<file path="config.mk">
export PLATFORM = sky130hd
export DESIGN_NAME = max_heap_priority_queue
export DESIGN_NICKNAME = d
export VERILOG_FILES = /design/src/design/hpq_pkg.sv /design/src/design/hpq_ram.sv /design/src/design/max_heap_priority_queue.sv
export SDC_FILE = /design/constraint.sdc
export NUM_CORES = 2
export LEC_CHECK = 0
export BUFFER_PORTS_ARGS = -buffer_cell sky130_fd_sc_hd__buf_2
export CORE_MARGIN = 2
export CORE_UTILIZATION = 25
export DETAILED_ROUTE_END_ITERATION = 12
export GPL_ROUTABILITY_DRIVEN = 0
export PLACE_DENSITY_LB_ADDON = 0.3
export SLEW_MARGIN = 10
export SYNTH_ARGS = -nofsm -noshare
export SYNTH_HDL_FRONTEND = slang
export SYNTH_SLANG_ARGS = --single-unit
export TNS_END_PERCENT = 30
</file>
<file path="constraint.sdc">
create_clock -name clk_i -period 7.07 [get_ports clk_i]
set_input_delay 1.414 -clock clk_i [delete_from_list [all_inputs] [get_ports clk_i]]
set_output_delay 1.414 -clock clk_i [all_outputs]
set_load 0.005 [all_outputs]
</file>
<file path="src/design/hpq_pkg.sv">
// ----------------------------------------------------------------------------
// hpq_pkg
// Shared constants and types for the max-heap priority queue.
// ----------------------------------------------------------------------------
package hpq_pkg;

  localparam int CAPACITY = 64;
  // heap positions run 1..CAPACITY, memory addresses 0..CAPACITY-1
  localparam int POS_W    = $clog2(CAPACITY + 1);
  localparam int ADDR_W   = $clog2(CAPACITY);
  localparam int DATA_W   = 32;

  typedef enum logic [1:0] {
    STATUS_DONE  = 2'd0,
    STATUS_EMPTY = 2'd1,
    STATUS_FULL  = 2'd2
  } status_e;

  typedef enum logic {
    CMD_INSERT = 1'b0,
    CMD_REMOVE = 1'b1
  } cmd_e;

  typedef struct packed {
    logic              en;
    logic [ADDR_W-1:0] addr;
    logic [DATA_W-1:0] data;
  } hpq_wr_t;

endpackage

</file>
<file path="src/design/hpq_ram.sv">
// ----------------------------------------------------------------------------
// hpq_ram
// Heap storage: one write port, one read port with registered read data.
// ----------------------------------------------------------------------------
module hpq_ram
  import hpq_pkg::*;
(
  input  logic              clk_i,
  input  hpq_wr_t           wr_i,
  input  logic [ADDR_W-1:0] rd_addr_i,
  output logic [DATA_W-1:0] rd_data_o
);

  logic [DATA_W-1:0] mem_q [CAPACITY];
  logic [DATA_W-1:0] rd_data_q;

  always_ff @(posedge clk_i) begin
    if (wr_i.en) begin
      mem_q[wr_i.addr] <= wr_i.data;
    end
    rd_data_q <= mem_q[rd_addr_i];
  end

  assign rd_data_o = rd_data_q;

endmodule

</file>
<file path="src/design/max_heap_priority_queue.sv">
// ----------------------------------------------------------------------------
// max_heap_priority_queue
// Binary max-heap of signed 32-bit values with insert and remove-maximum.
// ----------------------------------------------------------------------------
// One command is taken at a time; in_ready_o is low until its result beat has
// been taken. The heap lives in a single-port-read memory and one signed
// comparator is shared by every compare step of the sifting sequencer. An insert
// reads and compares the parent at each level it climbs; a remove reads the
// last entry, then at each level reads the left child, reads the right child,
// picks the larger, compares and writes back. A failed command goes straight
// to the result beat, which then holds the block until it is taken. Every
// memory access is paced by the one read port and its registered read data.
// The heap memory is not cleared at reset.
module max_heap_priority_queue
  import hpq_pkg::*;
(
  input  logic        clk_i,
  input  logic        rst_ni,
  input  logic        in_valid_i,
  output logic        in_ready_o,
  input  logic        cmd_i,
  input  logic [31:0] value_i,
  output logic        out_valid_o,
  input  logic        out_ready_i,
  output logic [1:0]  status_o,
  output logic [31:0] removed_value_o,
  output logic [31:0] top_value_o,
  output logic [6:0]  entry_total_o
);

  typedef enum logic [3:0] {
    S_IDLE, S_UP_RD, S_UP_CMP, S_DN_LAST, S_DN_RDL,
    S_DN_RDR, S_DN_RCAP, S_DN_DEC, S_DONE
  } state_e;

  state_e            state_q;
  logic [POS_W-1:0]  count_q;
  logic [POS_W-1:0]  pos_q;
  logic [POS_W-1:0]  cpos_q;
  logic [DATA_W-1:0] val_q;
  logic [DATA_W-1:0] child_q;
  logic [DATA_W-1:0] top_q;
  logic [DATA_W-1:0] removed_q;
  status_e           status_q;

  hpq_wr_t           wr;
  logic [POS_W-1:0]  wr_pos;
  logic [POS_W-1:0]  rd_pos;
  logic [DATA_W-1:0] rd_data;
  logic [DATA_W-1:0] cmp_a;
  logic [DATA_W-1:0] cmp_b;
  logic              cmp_lt;
  logic [POS_W:0]    left;
  logic [POS_W:0]    right;
  logic [POS_W-1:0]  parent;
  logic              accept;

  assign left   = {pos_q, 1'b0};
  assign right  = left + (POS_W+1)'(1);
  assign parent = pos_q >> 1;
  assign accept = in_valid_i && in_ready_o;

  // shared signed comparator: cmp_lt is a < b
  always_comb begin
    cmp_a = rd_data;
    cmp_b = val_q;
    unique case (state_q)
      S_DN_RCAP: begin
        cmp_a = child_q;
        cmp_b = rd_data;
      end
      S_DN_DEC: begin
        cmp_a = val_q;
        cmp_b = child_q;
      end
      default: begin
        cmp_a = rd_data;
        cmp_b = val_q;
      end
    endcase
  end
  assign cmp_lt = $signed(cmp_a) < $signed(cmp_b);

  // read address by step
  always_comb begin
    unique case (state_q)
      S_UP_RD:  rd_pos = parent;
      S_DN_RDL: rd_pos = POS_W'(left);
      S_DN_RDR: rd_pos = POS_W'(right);
      default:  rd_pos = count_q;
    endcase
  end

  // write port: the carried value or a moved entry lands in the hole
  always_comb begin
    wr.en  = 1'b0;
    wr_pos = pos_q;
    wr.data = val_q;
    unique case (state_q)
      S_UP_RD: begin
        wr.en = (pos_q == POS_W'(1));
      end
      S_UP_CMP: begin
        wr.en   = 1'b1;
        wr.data = cmp_lt ? rd_data : val_q;
      end
      S_DN_RDL: begin
        wr.en = (left > {1'b0, count_q});
      end
      S_DN_DEC: begin
        wr.en   = 1'b1;
        wr.data = cmp_lt ? child_q : val_q;
      end
      default: begin
        wr.en = 1'b0;
      end
    endcase
    wr.addr = ADDR_W'(wr_pos - POS_W'(1));
  end

  hpq_ram u_ram (
    .clk_i     (clk_i),
    .wr_i      (wr),
    .rd_addr_i (ADDR_W'(rd_pos - POS_W'(1))),
    .rd_data_o (rd_data)
  );

  always_ff @(posedge clk_i or negedge rst_ni) begin
    if (!rst_ni) begin
      state_q   <= S_IDLE;
      count_q   <= '0;
      status_q  <= STATUS_DONE;
      pos_q     <= '0;
      cpos_q    <= '0;
      val_q     <= '0;
      child_q   <= '0;
      top_q     <= '0;
      removed_q <= '0;
    end else begin
      // root copy kept beside the memory for the top output
      if (wr.en && (wr_pos == POS_W'(1))) begin
        top_q <= wr.data;
      end
      unique case (state_q)
        S_IDLE: begin
          if (accept) begin
            if (cmd_i == CMD_INSERT) begin
              removed_q <= '0;
              if (count_q == POS_W'(CAPACITY)) begin
                status_q <= STATUS_FULL;
                state_q  <= S_DONE;
              end else begin
                status_q <= STATUS_DONE;
                val_q    <= value_i;
                pos_q    <= count_q + POS_W'(1);
                count_q  <= count_q + POS_W'(1);
                state_q  <= S_UP_RD;
              end
            end else begin
              if (count_q == '0) begin
                removed_q <= '0;
                status_q  <= STATUS_EMPTY;
                state_q   <= S_DONE;
              end else begin
                removed_q <= top_q;
                status_q  <= STATUS_DONE;
                state_q   <= S_DN_LAST;
              end
            end
          end
        end
        S_UP_RD: begin
          state_q <= (pos_q == POS_W'(1)) ? S_DONE : S_UP_CMP;
        end
        S_UP_CMP: begin
          if (cmp_lt) begin
            pos_q   <= parent;
            state_q <= S_UP_RD;
          end else begin
            state_q <= S_DONE;
          end
        end
        S_DN_LAST: begin
          // last entry now carried down from the root
          val_q   <= rd_data;
          count_q <= count_q - POS_W'(1);
          pos_q   <= POS_W'(1);
          state_q <= (count_q == POS_W'(1)) ? S_DONE : S_DN_RDL;
        end
        S_DN_RDL: begin
          state_q <= (left > {1'b0, count_q}) ? S_DONE : S_DN_RDR;
        end
        S_DN_RDR: begin
          child_q <= rd_data;
          cpos_q  <= POS_W'(left);
          state_q <= (right <= {1'b0, count_q}) ? S_DN_RCAP : S_DN_DEC;
        end
        S_DN_RCAP: begin
          // right child wins only when strictly larger
          if (cmp_lt) begin
            child_q <= rd_data;
            cpos_q  <= POS_W'(right);
          end
          state_q <= S_DN_DEC;
        end
        S_DN_DEC: begin
          if (cmp_lt) begin
            pos_q   <= cpos_q;
            state_q <= S_DN_RDL;
          end else begin
            state_q <= S_DONE;
          end
        end
        S_DONE: begin
          if (out_ready_i) begin
            state_q <= S_IDLE;
          end
        end
        default: begin
          state_q <= S_IDLE;
        end
      endcase
    end
  end

  assign in_ready_o      = (state_q == S_IDLE);
  assign out_valid_o     = (state_q == S_DONE);
  assign status_o        = status_q;
  assign removed_value_o = removed_q;
  assign top_value_o     = (count_q != '0) ? top_q : '0;
  assign entry_total_o   = 7'(count_q);

endmodule

</file>
==> impl_metrics.yaml <==
worst_hold_path:
  holdCritStartpoint: "status_o[0]"
  holdPathEnd: "status_o[0]"
  hp-class: "reg2reg"
  worstHoldPathCells: 2
route:
  vias: 42900
  wl_mm: 233
  viasPerCell: 4.60
  firstDrtPassIters: 5
  avgRoutedWirePerCell_um: 25.0
  antenna_left: 0
  drc: 0
  drt_iter0_drc: 4239
floorplan:
  die_area_mm2: 0.358
  initial_core_util: 0.251
  num_rows: 218
  fp.dieW_um: 598
  die_y_um: 598
  core-area_mm2: 0.352
  ioPinCount: 112
timing:
  timing.hold.ws_ns: 0.492
  drv_slew: 0
  fin_crit_sh: 0.797
  hold_viol: 0
  skew_ns: 0.0580
  fin_crit_ns: 5.63
  fmax_mhz: 178
  relSlewSlack: 0.159
  finalSetupTns_ns: 0
  finalSetupViolCount: 0
  rsz0062_at_grt: "false"
  worst_pin_slew_ns: 1.26
yosys:
  netlist_top_cells_area: "edfxtp_1, mux4_2, dfrtp_1"
  synth_xor_area_frac: 0.00169
  synth_top_area_cell: "edfxtp_1"
  synth_ff_type: "edfxtp_1"
  synthesis.area_mm2: 0.0883
  synth_simple_gate_area_share: 0.0187
  synth_cell_types: 66
  synth_most_common_cell: "edfxtp_1"
  syn_inst: 4102
  synthAdderAreaFrac: 0.00623
  avgSynthCellArea_um2: 21.5
  yosysWarnings: 0
  synthMuxAreaShare: 0.185
  synth_top_family_by_area: "multiplexers"
  synth_compound_area_frac: 0.0282
  synth-seq-cells: 2235
  synth_enable_flop_cells: 2048
  synth_common_cells: "edfxtp_1, mux4_2, dfrtp_1"
  synth_top_area_share: 0.696
  synth_nets: 4183
  ys_async_sr_fraction: 0.0694
  synth-seq-area-share: 0.748
placed_design:
  placedInstanceArea_mm2: 0.0967
  portBuffers: 111
  dp_hpwl_mm: 137
final_layout:
  nets: 4482
  design_area_mm2: 0.104
  drive_gt1_frac: 0.318
  area_growth_pct: 17.7
clock_tree:
  cts_tree: "done"
  cts_setup_buffers: 0
  cts_max_path_buffers: 3
  clockRootBuffer: "clkbuf_16"
  cts.sinks: 2235
  htree_levels: 4
  numCtsBuffers: 226
  cts_resized: 0
  clk_pin_slew_ns: 0.06
  ctsHoldBuffers: 0
  clk-insertion-delay-late_ns: 0.89
grt:
  grt_util_all_layers: 0.128
  antenna_found_initial: 6
  overflow: 0
  grt_pass1_vias: 43800
  grt_max_degree: 131
  grt_pass1_wl_mm: 333
run:
  maxCapViolations: 0
setup_path:
  critPathKind: "reg2reg"
  cp.arrival_ns: 6.24
  critPathRequiredTime_ns: 7.68
  worstSetupStartpointType: "flip-flop"
  cp-end-kind: "flip-flop"
  r2r_start: "state_q[0]"
  regToRegEndpoint: "u_ram.mem_q[9][8]"
  reg2regPathDepth: 13
  rrSetupSlack_ns: 1.44
  critPathMaxFanout: 59
status:
  status: "completed"
kinds of logic after synthesis:
| kind of cell | after synthesis |
|---|---|
| AO/OA/AOI/OAI | 363 |
| AND/OR/NAND/NOR | 378 |
| buffers and inverters | 252 |
| multiplexers | 813 |
| XOR/XNOR | 17 |
| flip-flops | 2235 |
| adder cells (fa/ha/maj) | 44 |
worst max-delay path, cell delays in order, from the launching register on:
cell and delay [ns]:
dfrtp_4 0.97, buf_4 0.46, mux2i_1 0.24, nor2_1 0.06, a21oi_1 0.14, ha_1 0.26
a21oi_1 0.14, o21ai_0 0.13, a221oi_1 0.29, nand3_1 0.23, o211ai_2 0.40, nand3_4 0.84
o2bb2ai_4 0.64, buf_4 0.36
registers in the layout, summed over array words and instances (netlist names):
register	cells
val_q	32
removed_value_o	32
u_ram.rd_data_o	32
child_q	32
cpos_q	7
u_ram.mem_q	2048
state_q	4
entry_total_o	7
pos_q	7
status_o	2
top_q	32
routing by layer:
layer | vias up | part of all wire | global-route usage
li1 | 17900 | - | -
met1 | 23700 | 0.45 | 0.180
met2 | 1137 | 0.49 | 0.211
met3 | 238 | 0.049 | 0.0192
met4 | 0 | 0.014 | 0.0258
met5 | - | 0 | 0
layout make-up:
type / instances / area, um2
clock buffer: 283 / 5990
inverter: 18 / 67.6
tap: 4730 / 5920
antenna: 5 / 12.5
sequential: 2235 / 66000
clock inverter: 133 / 1280
fill: 34200 / 248000
multi-input combinational: 1615 / 22400
timing repair buffer: 305 / 2270
layout by cell type, fill, tap and decap left out, types with 17 or more instances in the layout:
cell type / Yosys / layout
buf_2: 72 / 110
clkinv_2: 0 / 42
mux2_2: 55 / 55
buf_4: 9 / 174
mux2i_1: 98 / 96
buf_12: 0 / 20
bufinv_16: 0 / 22
nand2_1: 140 / 138
inv_1: 17 / 17
a21oi_1: 60 / 59
a22oi_1: 100 / 100
mux2_4: 20 / 20
o2bb2ai_4: 0 / 32
edfxtp_1: 2048 / 2048
dfrtp_1: 155 / 154
mux4_2: 640 / 640
clkinv_1: 0 / 51
clkbuf_1: 121 / 48
dfxtp_1: 32 / 32
nor2_4: 1 / 69
and2_1: 32 / 32
nor2_1: 143 / 72
ha_1: 44 / 43
a22o_1: 32 / 32
o21ai_0: 86 / 86
clkbuf_16: 0 / 229
metrics by stage:
step,setup WS [ns],instances,util
2_1_floorplan,1.56,4102,-
3_3_place_gp,1.55,8903,0.274
3_5_place_dp,1.50,8903,0.274
4_1_cts,1.48,9319,0.295
5_1_grt,1.14,9319,0.295
6_report,1.44,9324,0.295
how the worst max path moves through the flow:
stage,from,endpoint,cells past startpoint
global placement,state_q[0],u_ram.mem_q[6][8],13
detailed placement,state_q[0],u_ram.mem_q[4][8],13
floorplan,state_q[1],u_ram.mem_q[0][0],15
global route,state_q[0],u_ram.mem_q[5][8],13
CTS,state_q[0],u_ram.mem_q[1][8],13
finish,state_q[0],u_ram.mem_q[9][8],13
Power is not shown: default switching activity piles up to over one toggle a cycle in this logic, so the estimate is an artifact.
